`src/hdl/multi_button_debounce_long_press_defines.svh`:
```
// ----------------------------------------------------------------------------
// Assertion macros for the button debouncer
// Shared concurrent-check forms; each expects clk and rst_n in scope.
// ----------------------------------------------------------------------------
`ifndef MULTI_BUTTON_DEBOUNCE_LONG_PRESS_DEFINES_SVH
`define MULTI_BUTTON_DEBOUNCE_LONG_PRESS_DEFINES_SVH

// Same-cycle implication
`define MBDLP_ASSERT_NOW(lbl, ante, cons, msg) \
  lbl: assert property (@(posedge clk) disable iff (!rst_n) (ante) |-> (cons)) \
    else $error(msg);

// Next-cycle implication
`define MBDLP_ASSERT_NEXT(lbl, ante, cons, msg) \
  lbl: assert property (@(posedge clk) disable iff (!rst_n) (ante) |=> (cons)) \
    else $error(msg);

`endif

```
`src/hdl/mbdlp_pkg.sv`:
```
`timescale 1ns / 1ps
// ----------------------------------------------------------------------------
// mbdlp_pkg
// Types and constants shared by the debouncer lanes, merge stage and top.
// ----------------------------------------------------------------------------
package mbdlp_pkg;

  localparam int LEVEL_W   = 8;
  localparam int TIME_W    = 32;
  localparam int MS_W      = 16;
  localparam int CNT_W     = 4;
  localparam int IDX_W     = 3;
  localparam int MASK_W    = 8;
  localparam int CFG_A_W   = 2;
  localparam int IN_DATA_W = 40;
  localparam int OUT_DATA_W = 16;

  localparam logic [MS_W-1:0]  DEBOUNCE_RST   = 16'd50;
  localparam logic [MS_W-1:0]  LONG_PRESS_RST = 16'd1000;
  localparam logic [CNT_W-1:0] COUNT_RST      = 4'd8;

  typedef enum logic [1:0] {
    EV_NONE    = 2'd0,
    EV_PRESS   = 2'd1,
    EV_RELEASE = 2'd2,
    EV_LONG    = 2'd3
  } ev_kind_t;

  typedef enum logic [CFG_A_W-1:0] {
    REG_DEBOUNCE     = 2'd0,
    REG_LONG_PRESS   = 2'd1,
    REG_BUTTON_COUNT = 2'd2
  } cfg_reg_t;

  // What one lane reports to the merge stage
  typedef struct packed {
    ev_kind_t kind;
    logic     held;
    logic     cand_held;
  } lane_stat_t;

  // Merged outcome of one poll
  typedef struct packed {
    logic [MASK_W-1:0] mask;
    logic [IDX_W-1:0]  index;
    ev_kind_t          kind;
  } result_t;

endpackage

```
`src/hdl/mbdlp_lane.sv`:
```
`timescale 1ns / 1ps
// ----------------------------------------------------------------------------
// mbdlp_lane
// Debounce and long-press state of one button; evaluates a candidate update
// and applies it only when the merge stage says the poll reached this button.
// ----------------------------------------------------------------------------
module mbdlp_lane (
  input  logic                          clk,
  input  logic                          rst_n,
  input  logic                          eval,
  input  logic                          commit,
  input  logic                          raw,
  input  logic [mbdlp_pkg::TIME_W-1:0]  now_ms,
  input  logic [mbdlp_pkg::MS_W-1:0]    settle_ms,
  input  logic [mbdlp_pkg::MS_W-1:0]    hold_ms,
  output mbdlp_pkg::lane_stat_t         stat
);

  logic                         last_r, stable_r, pend_r, held_r, lrep_r;
  logic [mbdlp_pkg::TIME_W-1:0] start_r, press_r;

  logic                         cand_last_r, cand_stable_r, cand_pend_r;
  logic                         cand_held_r, cand_lrep_r;
  logic [mbdlp_pkg::TIME_W-1:0] cand_start_r, cand_press_r;
  mbdlp_pkg::ev_kind_t          cand_kind_r;

  logic                         cand_last_nxt, cand_stable_nxt, cand_pend_nxt;
  logic                         cand_held_nxt, cand_lrep_nxt;
  logic [mbdlp_pkg::TIME_W-1:0] cand_start_nxt, cand_press_nxt;
  mbdlp_pkg::ev_kind_t          cand_kind_nxt;

  logic [mbdlp_pkg::TIME_W-1:0] settle_age, hold_age;

  assign settle_age = now_ms - start_r;
  assign hold_age   = now_ms - press_r;

  always_comb begin
    cand_last_nxt   = last_r;
    cand_stable_nxt = stable_r;
    cand_pend_nxt   = pend_r;
    cand_held_nxt   = held_r;
    cand_lrep_nxt   = lrep_r;
    cand_start_nxt  = start_r;
    cand_press_nxt  = press_r;
    cand_kind_nxt   = mbdlp_pkg::EV_NONE;
    if (raw != last_r) begin
      // level moved: restart settling
      cand_last_nxt  = raw;
      cand_pend_nxt  = 1'b1;
      cand_start_nxt = now_ms;
    end else begin
      if (pend_r && (settle_age >= {16'd0, settle_ms})) begin
        cand_pend_nxt = 1'b0;
        if (raw != stable_r) begin
          cand_stable_nxt = raw;
          cand_lrep_nxt   = 1'b0;
          cand_held_nxt   = !raw;
          if (!raw) begin
            cand_press_nxt = now_ms;
            cand_kind_nxt  = mbdlp_pkg::EV_PRESS;
          end else begin
            cand_kind_nxt  = mbdlp_pkg::EV_RELEASE;
          end
        end
      end
      if ((cand_kind_nxt == mbdlp_pkg::EV_NONE) && held_r && !lrep_r &&
          (hold_age >= {16'd0, hold_ms})) begin
        cand_lrep_nxt = 1'b1;
        cand_kind_nxt = mbdlp_pkg::EV_LONG;
      end
    end
  end

  always_ff @(posedge clk) begin
    if (eval) begin
      cand_last_r   <= cand_last_nxt;
      cand_stable_r <= cand_stable_nxt;
      cand_pend_r   <= cand_pend_nxt;
      cand_held_r   <= cand_held_nxt;
      cand_lrep_r   <= cand_lrep_nxt;
      cand_start_r  <= cand_start_nxt;
      cand_press_r  <= cand_press_nxt;
      cand_kind_r   <= cand_kind_nxt;
    end
  end

  always_ff @(posedge clk) begin
    if (!rst_n) begin
      last_r   <= 1'b1;
      stable_r <= 1'b1;
      pend_r   <= 1'b0;
      held_r   <= 1'b0;
      lrep_r   <= 1'b0;
      start_r  <= '0;
      press_r  <= '0;
    end else if (commit) begin
      last_r   <= cand_last_r;
      stable_r <= cand_stable_r;
      pend_r   <= cand_pend_r;
      held_r   <= cand_held_r;
      lrep_r   <= cand_lrep_r;
      start_r  <= cand_start_r;
      press_r  <= cand_press_r;
    end
  end

  assign stat.kind      = cand_kind_r;
  assign stat.held      = held_r;
  assign stat.cand_held = cand_held_r;

endmodule

```
`src/hdl/mbdlp_merge.sv`:
```
`timescale 1ns / 1ps
// ----------------------------------------------------------------------------
// mbdlp_merge
// Picks the lowest active lane with an event, marks the lanes the poll
// reached, and builds the held mask as it stands after the poll.
// ----------------------------------------------------------------------------
module mbdlp_merge #(
  parameter int MAX_BUTTONS = 8
) (
  input  logic [mbdlp_pkg::CNT_W-1:0] button_count,
  input  mbdlp_pkg::lane_stat_t       stat [MAX_BUTTONS],
  output logic [MAX_BUTTONS-1:0]      commit_mask,
  output mbdlp_pkg::result_t          res
);

  localparam int WIN_W = ($clog2(MAX_BUTTONS) > mbdlp_pkg::IDX_W) ?
                         $clog2(MAX_BUTTONS) : mbdlp_pkg::IDX_W;

  logic [MAX_BUTTONS-1:0] active;
  logic [WIN_W-1:0]       win;
  logic                   found;
  mbdlp_pkg::ev_kind_t    kind;

  for (genvar g = 0; g < MAX_BUTTONS; g++) begin : g_act
    assign active[g] = ({28'd0, button_count} > 32'(g));
  end

  // Lanes up to and including the first event are reached; later ones hold
  always_comb begin
    found       = 1'b0;
    win         = '0;
    kind        = mbdlp_pkg::EV_NONE;
    commit_mask = '0;
    for (int i = 0; i < MAX_BUTTONS; i++) begin
      commit_mask[i] = active[i] && !found;
      if (active[i] && !found && (stat[i].kind != mbdlp_pkg::EV_NONE)) begin
        found = 1'b1;
        win   = WIN_W'(i);
        kind  = stat[i].kind;
      end
    end
  end

  for (genvar g = 0; g < mbdlp_pkg::MASK_W; g++) begin : g_mask
    if (g < MAX_BUTTONS) begin : g_real
      assign res.mask[g] = active[g] &&
                           (commit_mask[g] ? stat[g].cand_held : stat[g].held);
    end else begin : g_none
      assign res.mask[g] = 1'b0;
    end
  end

  assign res.index = win[mbdlp_pkg::IDX_W-1:0];
  assign res.kind  = kind;

endmodule

```
`src/hdl/multi_button_debounce_long_press.sv`:
```
`timescale 1ns / 1ps
// ----------------------------------------------------------------------------
// multi_button_debounce_long_press
// Per-button debounce with press, release and long-press events.
// ----------------------------------------------------------------------------
// Each input item is one poll: a raw active-low level per button and a
// wrapping millisecond stamp. Every button has its own lane that works out
// its update in parallel; a merge stage then takes the first event in index
// order, commits the lanes up to it and leaves the rest untouched. An item
// passes through capture, lane evaluation, and merge and commit in turn;
// the next item is accepted in the cycle after the merge, so a new poll is
// not taken until the last one has been merged and committed. A result
// that is not taken holds the merge stage. There is no clearing pass after
// reset. Configuration registers: 0 debounce time, 1 long-press time,
// 2 button count; index 3 is ignored.
// ----------------------------------------------------------------------------
`include "multi_button_debounce_long_press_defines.svh"

module multi_button_debounce_long_press #(
  parameter int MAX_BUTTONS = 8
) (
  input  logic                                clk,
  input  logic                                rst_n,
  // levels [7:0], now_ms [39:8]
  input  logic [mbdlp_pkg::IN_DATA_W-1:0]     in_tdata,
  input  logic                                in_tvalid,
  output logic                                in_tready,
  // button_index [2:0], held_mask [10:3], zero [15:11]
  output logic [mbdlp_pkg::OUT_DATA_W-1:0]    out_tdata,
  // event_kind [1:0]
  output logic [1:0]                          out_tuser,
  output logic                                out_tvalid,
  input  logic                                out_tready,
  input  logic                                cfg_we,
  input  logic [mbdlp_pkg::CFG_A_W-1:0]       cfg_addr,
  input  logic [mbdlp_pkg::MS_W-1:0]          cfg_wdata
);

  typedef enum logic [1:0] {
    S_IDLE,
    S_EVAL,
    S_MERGE
  } state_t;

  state_t                          state_r;
  logic                            out_valid_r;
  mbdlp_pkg::result_t              out_res_r;
  logic [mbdlp_pkg::LEVEL_W-1:0]   levels_r;
  logic [mbdlp_pkg::TIME_W-1:0]    now_r;
  logic [mbdlp_pkg::MS_W-1:0]      debounce_r, long_press_r;
  logic [mbdlp_pkg::CNT_W-1:0]     count_r;

  mbdlp_pkg::lane_stat_t           stat [MAX_BUTTONS];
  logic [MAX_BUTTONS-1:0]          commit_mask;
  mbdlp_pkg::result_t              merge_res;
  logic                            in_fire, lane_eval, merge_fire;

  assign in_tready  = (state_r == S_IDLE);
  assign in_fire    = in_tvalid && in_tready;
  assign lane_eval  = (state_r == S_EVAL);
  assign merge_fire = (state_r == S_MERGE) && (!out_valid_r || out_tready);

  always_ff @(posedge clk) begin
    if (!rst_n) begin
      debounce_r   <= mbdlp_pkg::DEBOUNCE_RST;
      long_press_r <= mbdlp_pkg::LONG_PRESS_RST;
      count_r      <= mbdlp_pkg::COUNT_RST;
    end else if (cfg_we) begin
      unique case (mbdlp_pkg::cfg_reg_t'(cfg_addr))
        mbdlp_pkg::REG_DEBOUNCE:     debounce_r   <= cfg_wdata;
        mbdlp_pkg::REG_LONG_PRESS:   long_press_r <= cfg_wdata;
        mbdlp_pkg::REG_BUTTON_COUNT: count_r      <= cfg_wdata[mbdlp_pkg::CNT_W-1:0];
        default: ;
      endcase
    end
  end

  always_ff @(posedge clk) begin
    if (in_fire) begin
      levels_r <= in_tdata[mbdlp_pkg::LEVEL_W-1:0];
      now_r    <= in_tdata[mbdlp_pkg::IN_DATA_W-1:mbdlp_pkg::LEVEL_W];
    end
    if (merge_fire) begin
      out_res_r <= merge_res;
    end
  end

  always_ff @(posedge clk) begin
    if (!rst_n) begin
      state_r     <= S_IDLE;
      out_valid_r <= 1'b0;
    end else begin
      if (merge_fire) begin
        out_valid_r <= 1'b1;
      end else if (out_tready) begin
        out_valid_r <= 1'b0;
      end
      unique case (state_r)
        S_IDLE:  if (in_fire) state_r <= S_EVAL;
        S_EVAL:  state_r <= S_MERGE;
        S_MERGE: if (merge_fire) state_r <= S_IDLE;
        default: state_r <= S_IDLE;
      endcase
    end
  end

  for (genvar g = 0; g < MAX_BUTTONS; g++) begin : g_lane
    logic raw;
    if (g < mbdlp_pkg::LEVEL_W) begin : g_pin
      assign raw = levels_r[g];
    end else begin : g_nopin
      // no level bit: reads as not pressed
      assign raw = 1'b1;
    end

    mbdlp_lane u_lane (
      .clk       (clk),
      .rst_n     (rst_n),
      .eval      (lane_eval),
      .commit    (merge_fire && commit_mask[g]),
      .raw       (raw),
      .now_ms    (now_r),
      .settle_ms (debounce_r),
      .hold_ms   (long_press_r),
      .stat      (stat[g])
    );
  end

  mbdlp_merge #(
    .MAX_BUTTONS (MAX_BUTTONS)
  ) u_merge (
    .button_count (count_r),
    .stat         (stat),
    .commit_mask  (commit_mask),
    .res          (merge_res)
  );

  assign out_tvalid = out_valid_r;
  assign out_tuser  = out_res_r.kind;
  assign out_tdata  = {5'd0, out_res_r.mask, out_res_r.index};

  `MBDLP_ASSERT_NEXT(a_accept_to_eval, in_fire, state_r == S_EVAL, "item not evaluated")
  `MBDLP_ASSERT_NEXT(a_merge_to_out, merge_fire, out_valid_r, "merged result not presented")
  `MBDLP_ASSERT_NOW(a_none_index_zero,
    out_valid_r && (out_res_r.kind == mbdlp_pkg::EV_NONE), out_res_r.index == '0,
    "no event but nonzero button index")
  `MBDLP_ASSERT_NOW(a_mask_in_count, out_valid_r, (out_res_r.mask >> count_r) == '0,
    "held mask has bits beyond button count")
  `MBDLP_ASSERT_NOW(a_commit_only_merge, lane_eval, !merge_fire, "eval and commit overlap")

endmodule
```
`config.mk`:
```
export PLATFORM = sky130hd
export DESIGN_NAME = multi_button_debounce_long_press
export DESIGN_NICKNAME = d
export VERILOG_FILES = /design/src/hdl/mbdlp_pkg.sv /design/src/hdl/mbdlp_lane.sv /design/src/hdl/mbdlp_merge.sv /design/src/hdl/multi_button_debounce_long_press.sv
export VERILOG_INCLUDE_DIRS = /design/src /design/src/hdl
export SDC_FILE = /design/constraint.sdc
export NUM_CORES = 2
export LEC_CHECK = 0
export ABC_AREA = 0
export BUFFER_PORTS_ARGS = -buffer_cell sky130_fd_sc_hd__buf_2
export CAP_MARGIN = 20
export CORE_ASPECT_RATIO = 2
export CORE_MARGIN = 5
export CORE_UTILIZATION = 65
export CTS_BUF_LIST = sky130_fd_sc_hd__clkbuf_16
export DETAILED_ROUTE_END_ITERATION = 10
export PLACE_DENSITY_LB_ADDON = 0.05
export SYNTH_ARGS = -nofsm -noshare
export SYNTH_HDL_FRONTEND = slang
export SYNTH_SLANG_ARGS = --single-unit
```
`constraint.sdc`:
```
create_clock -name clk -period 31.1 [get_ports clk]
set_input_delay 3.11 -clock clk [delete_from_list [all_inputs] [get_ports clk]]
set_output_delay 3.11 -clock clk [all_outputs]
set_load 0.05 [all_outputs]
```
# == After elaboration in Yosys (flattened, before gate mapping) ==
# Cells that the tools add are included.
# totals
ramBits,0
in_bits,63
romBits,0
latch_bits,0
reg_bits,1212
memories,0
# op_classes
n_addsub,16
div,0
shift,0
magnitude_cmp,24
reduce_logical,115
n_mux,210
multipliers,0
bitwise,0
n_eq_ne,22
# op_table
op,count
32-bit two-way mux,40
32-bit by 16-bit >= comparator with 1-bit output,16
32-bit subtractor,16
1-bit two-way mux,115
2-bit two-way mux,54
1-bit logical AND,65
1-bit zero test,24
2-bit zero test,10
2-bit nonzero test,9
4-bit by 3-bit > comparator with 1-bit output (second input constant),4
1-bit != test,16
4-bit by 1-bit > comparator with 1-bit output (second input constant),2
4-bit by 2-bit > comparator with 1-bit output (second input constant),2
2-bit AND reduction,4
2-bit case mux with 3 select lines,1
2-bit by 1-bit equality test with 1-bit output (second input constant),2
2-bit equality test (second input constant),2
4-bit OR reduction,1
2-bit by 1-bit != test with 1-bit output (second input constant),1
2-bit != test (second input constant),1
2-bit OR reduction,1
1-bit logical OR,1

# == Longest topological paths before layout ==
# logic_depth
depth_word,31
depth_mapped,27
depth_no_buf,26

# == Modules after synthesis ==
# From an unflattened synthesis, not the netlist that was laid out.
# unflattened
cells_unflattened,9266
hier_area_um2,87809.2
# modules_own_cells
mod,n_inst,cells_each,area_each_um2,seq_area_each_um2
mbdlp_lane (g_lane[0].u_lane ...),4,1136,10577.6,3513.4
mbdlp_lane (g_lane[1].u_lane),1,1105,10602.7,3513.4
mbdlp_lane (g_lane[2].u_lane),1,1126,10423.7,3513.4
mbdlp_lane (g_lane[7].u_lane),1,1089,10341.2,3513.4
mbdlp_lane (g_lane[6].u_lane),1,1084,10261.1,3513.4
multi_button_debounce_long_press,1,231,3324.4,2372.3
mbdlp_merge,1,87,545.5,0.0

# == Least setup slack after synthesis ==
# OpenSTA, ideal clock, no wires.
# synth_path
kind,register to register
startpoint,register state_r[1]
endpoint,register state_r[1]
path_stages_with_launch,3
path_slack_ps,3993
synth_period_minus_slack_ps,27107
t_arrival_ps,26938
setup_ps,170
cell_sequence,dfxtp_1 > nor2b_1 > o21a_1
# synth_between
elab_chain_cells,4
word_cells_on_any_way,9
cone_classes,eq/ne (4); mux (1); reduce/logical (4)
# synth_lines
item,line,rtl
from (decl),multi_button_debounce_long_press.sv:45,state_t state_r;
from (signal assigned),multi_button_debounce_long_press.sv:90,state_r <= S_IDLE;
from (signal assigned),multi_button_debounce_long_press.sv:99,S_IDLE: if (in_fire) state_r <= S_EVAL;
from (signal assigned),multi_button_debounce_long_press.sv:100,S_EVAL: state_r <= S_MERGE;
2-bit equality test / 2-bit zero test (equally long branches),"multi_button_debounce_long_press.sv:61, multi_button_debounce_long_press.sv:98, multi_button_debounce_long_press.sv:58",
"1-bit logical AND, on equally long branches","multi_button_debounce_long_press.sv:61, multi_button_debounce_long_press.sv:59",
2-bit != test (no source line) / 2-bit by 1-bit != test with 1-bit output (equally long branches),--,
2-bit AND reduction (no source line),--,
# Parallel ways exist; a longest one is shown, timed or not.
# A chain may end at the register's enable or synchronous reset.

# == Worst setup path after layout ==
# layout_path
startpoint,register now_r[0] (netlist name)
endpoint,register g_lane[6].u_lane.cand_press_r[24] (netlist name) (data pin)
# layout_between
elab_chain_cells,5
# layout_lines
item,line,rtl
from (decl),multi_button_debounce_long_press.sv:49,logic [mbdlp_pkg::TIME_W-1:0] now_r;
from (signal assigned),multi_button_debounce_long_press.sv:81,now_r <= in_tdata[mbdlp_pkg::IN_DATA_W-1:mbdlp_pkg::LEVEL_W];
32-bit subtractor,mbdlp_lane.sv:34,assign settle_age = now_ms - start_r;
32-bit by 16-bit >= comparator with 1-bit output,mbdlp_lane.sv:52,"if (pend_r && (settle_age >= {16'd0, settle_ms})) begin"
1-bit logical AND,mbdlp_lane.sv:52,
32-bit two-way mux,mbdlp_lane.sv:52,
32-bit two-way mux,mbdlp_lane.sv:46,if (raw != last_r) begin
named net g_lane[6].u_lane.cand_press_nxt (one bit),mbdlp_lane.sv:29,"logic [mbdlp_pkg::TIME_W-1:0] cand_start_nxt, cand_press_nxt;"
to (signal assigned),mbdlp_lane.sv:82,cand_press_r <= cand_press_nxt;
to (decl),mbdlp_lane.sv:24,"logic [mbdlp_pkg::TIME_W-1:0] cand_start_r, cand_press_r;"
# The timed path passes the listed nets, and every way through them passes these cells.

==> impl_results.md <==
- Final Util: 69.8%
- Layout cell share with drive strength beyond 1: 10.5%
- Clk sinks: 1212
- Via Count: 71100
- Slowest Stage Delay on Critical Path: 0.89 ns
- CP startpoint: now_r[0]
- CTS tree: built
- Post-synth EDFFs: 621
- PortBufs: 77
- Resized Gates After CTS: 0
- First-pass GRT wire length: 398000 µm
- Dominant cells by area after synthesis: edfxtp_1 (22%), dfxtp_1 (14%), ha_1 (12%)
- RSZ-0062 raised after global routing: no
- Final WS setup: 23.43 ns
- Clock power share: 35.9%
- Post-synth top area cell: edfxtp_1
- Net Sw Frac: 29.4%
- Crit-path cells: inv_1 > buf_4 > ha_1 > fa_1 > nand2b_1 > a21oi_1 > o21a_1 > o21ai_0 > nand2_1 > a21oi_1 > o21bai_1 > xor2_1 > ha_1 > a21o_1 > a21oi_1 > o2111ai_1 > or4_1 > nor4_1 > nand4b_1 > o311ai_2 > or3_1 > buf_4 > mux2_2
- Residual DRC: 0
- WP data required: 31.61 ns
- Gr usage total: 37.1%
- Asr flop ratio synth: 0%
- Synth top area share: 22.4%
- DRT Wirelength: 263000 µm
- # Max-Cap Violations: 0
- Layout fillers: 10200
- Die area: 136000 µm²
- GPL Wtd Cong: 0.994
- Leakage: 32.8 nW
- Total power: 0.00396 W
- Buffers plus inverters on the worst setup path: 3
- Drt pass-1 iters: 6
- Crit path max-delay family: compound AO/OA/AOI/OAI gates
- Tmin final: 7.67 ns
- Vias per cell: 6.47
- Crit-path max FO: 33
- Initial DRC Count: 5905
- Ys Warns: 0
- Pins Over Slew Limit: 0
- Synth unique cells: 93
- Clock-pin slew on the worst setup and hold paths: 0.07 ns
- Comb power frac: 20.0%
- Critical path class: reg -> reg
- Tcrit/Tclk final: 24.7%
- Net Switching: 0.00116 W
- Int Pwr: 0.00279 W
- Slew @ Worst Pin: 1.15 ns
- Cells after synthesis: 9266
- Part of the power in registers: 44.1%
- Setup Skew: 0.0332 ns
- CTS Buf Count: 108
- Pwr/cell area: 44.3 nW/µm²
- Vias in the first global route: 70700
- Row count: 186
- Most common cell in the netlist: nand2_1
- Initial Utilization: 65.2%
- Initial antenna violation count: 16
- I/O pins: 83
- Worst-skew pair later-pin latency: 0.77 ns
- Sum Neg Setup Slack: 0 ns
- Yosys reg bits: 1212
- HP Class: reg -> reg
- Hpwl dp: 178000 µm
- Worst Hold Slack: 0.466 ns
- Worst r2r src: now_r[0]
- Root buffer cell: clkbuf_16
- CTS Hold Bufs: 0
- Slew headroom: 23.6%
- Post-CTS setup buffer count: 0
- Layout Nets: 10100
- Fmax: 0.130 GHz
- Post-DRT Antenna Nets: 0
- Critical path arrival: 8.18 ns
- Setup violations, final: 0
- Slowest-stage cell, CP: o311ai_2
- CORE AREA: 128000 µm²
- Die Ht: 517 µm
- Setup WS pre-CTS: 23.65 ns
- Sequential share of the synthesized area: 36.5%
- Clock Path Buffers: 3
- Hold Crit Start: debounce_r[2]
- H-Tree Depth: 3
- Commonest cells post-synth: nand2_1 (1541), ha_1 (784), inv_1 (714), edfxtp_1 (621), dfxtp_1 (591)
- Critical Path Source Type: flop
- Mean post-synth cell area: 9.00 µm²
- Status: complete, no violations
- Layout area overhead: 7.04%
- Worst vdd ir: 0.0000487 V
- Synth Flop Type: edfxtp_1
- Largest net degree at the start of global routing: 186
- Mean routed wirelength per cell: 23.9 µm
- Most used cell, CP: a21oi_1
- Gr ovfl total: 0
- CP endpoint kind: flop
- Post-Syn Area: 83400 µm²
- Final hold vios: 0
- Chip Width: 263 µm
## tightest hold or removal path, stage by stage (launching register included)
cell and delay [ns]:
dfxtp_1 0.31, nand2_1 0.05, a21boi_0 0.06
## worst paths after layout
check,slack [ns],end,cells past startpoint
min reg2reg,0.47,debounce_r[2],2
min,0.47,debounce_r[2],2
max reg2reg,23.43,g_lane[6].u_lane.cand_press_r[24],23
max,23.43,g_lane[6].u_lane.cand_press_r[24],23
## metal layers
metal  vias up  GRT usage [%]  part of all wire (%)
met5         -              0                 0.016
met4         6           28.2                   9.3
met3      1026           5.50                   6.9
met2      2745           65.0                    48
met1     34300           40.5                    36
li1      33100              -                     -
## cell usage in the layout, fill, tap and decap left out, types with 73 or more instances in the layout
cell type | synthesis | routed
buf_4 | 6 | 131
o21a_1 | 111 | 111
nand2_1 | 1541 | 1534
o211ai_1 | 78 | 78
nor2b_1 | 74 | 73
ha_1 | 784 | 784
nand4_1 | 108 | 108
a21oi_1 | 546 | 546
nand3_1 | 120 | 119
inv_1 | 714 | 730
xnor2_1 | 217 | 217
mux2_2 | 466 | 466
o21ai_0 | 383 | 383
dfxtp_1 | 591 | 591
a211oi_1 | 88 | 88
xor2_1 | 111 | 111
nor2_1 | 368 | 364
a21o_1 | 207 | 207
edfxtp_1 | 621 | 621
buf_2 | 27 | 76
nor3_1 | 103 | 102
clkbuf_16 | 0 | 112
nand2b_1 | 104 | 104
a21boi_0 | 588 | 588
## power groups by stage
stage | Sequential, W | Combinational (W) | Clock, W
finish | 0.00174 | 0.000793 | 0.00142
global route | 0.00175 | 0.000860 | 0.00150
CTS | 0.00174 | 0.000778 | 0.00144
detailed placement | 0.00178 | 0.000772 | 0
global placement | 0.00178 | 0.000757 | 0
floorplan | 0.00182 | 0.000534 | 0
## logic make-up (layout without fill, tap and decap cells)
| logic type | Yosys count | count (layout) | synth area share [%] |
|---|---|---|---|
| compound gates | 2524 | 2524 | 20.5 |
| buf+inv | 1115 | 1134 | 5.14 |
| simple gates | 2735 | 2735 | 14.8 |
| mux | 551 | 551 | 7.49 |
| flops | 1212 | 1212 | 36.5 |
| xor+xnor | 328 | 328 | 3.44 |
| fa+ha+maj | 800 | 800 | 12.1 |
| other cells | 1 | 13 | 0.00449 |
## metrics by stage
| step | instance area (µm²) | instances |
|---|---|---|
| final | 89300 | 11000 |
| after global routing | 89300 | 11000 |
| after CTS | 89300 | 11000 |
| after detailed placement | 85600 | 10800 |
| after global placement | 85600 | 10800 |
| after floorplan | 83400 | 9270 |
## state kept, by name, summed over array words and instances, names as in the netlist, 11 cells and up
signal,cells
debounce_r,16
out_tdata,11
g_lane.u_lane.press_r,256
g_lane.u_lane.cand_kind_r,16
g_lane.u_lane.cand_start_r,256
now_r,32
g_lane.u_lane.start_r,256
long_press_r,16
g_lane.u_lane.cand_press_r,256
## area by class of cell
cell class | instances | area (µm²) | share of cell area [%]
diodes | 8 | 20.0 | 0.0224
clock buffers | 112 | 2800 | 3.14
clock inverters | 91 | 846 | 0.947
inverters | 714 | 2680 | 3.00
multi-input cells | 6943 | 48800 | 54.7
flip-flops and latches | 1212 | 30500 | 34.1
well taps | 1692 | 2120 | 2.37
repair buffers | 217 | 1550 | 1.74
Power figures use the tool's default switching activity.
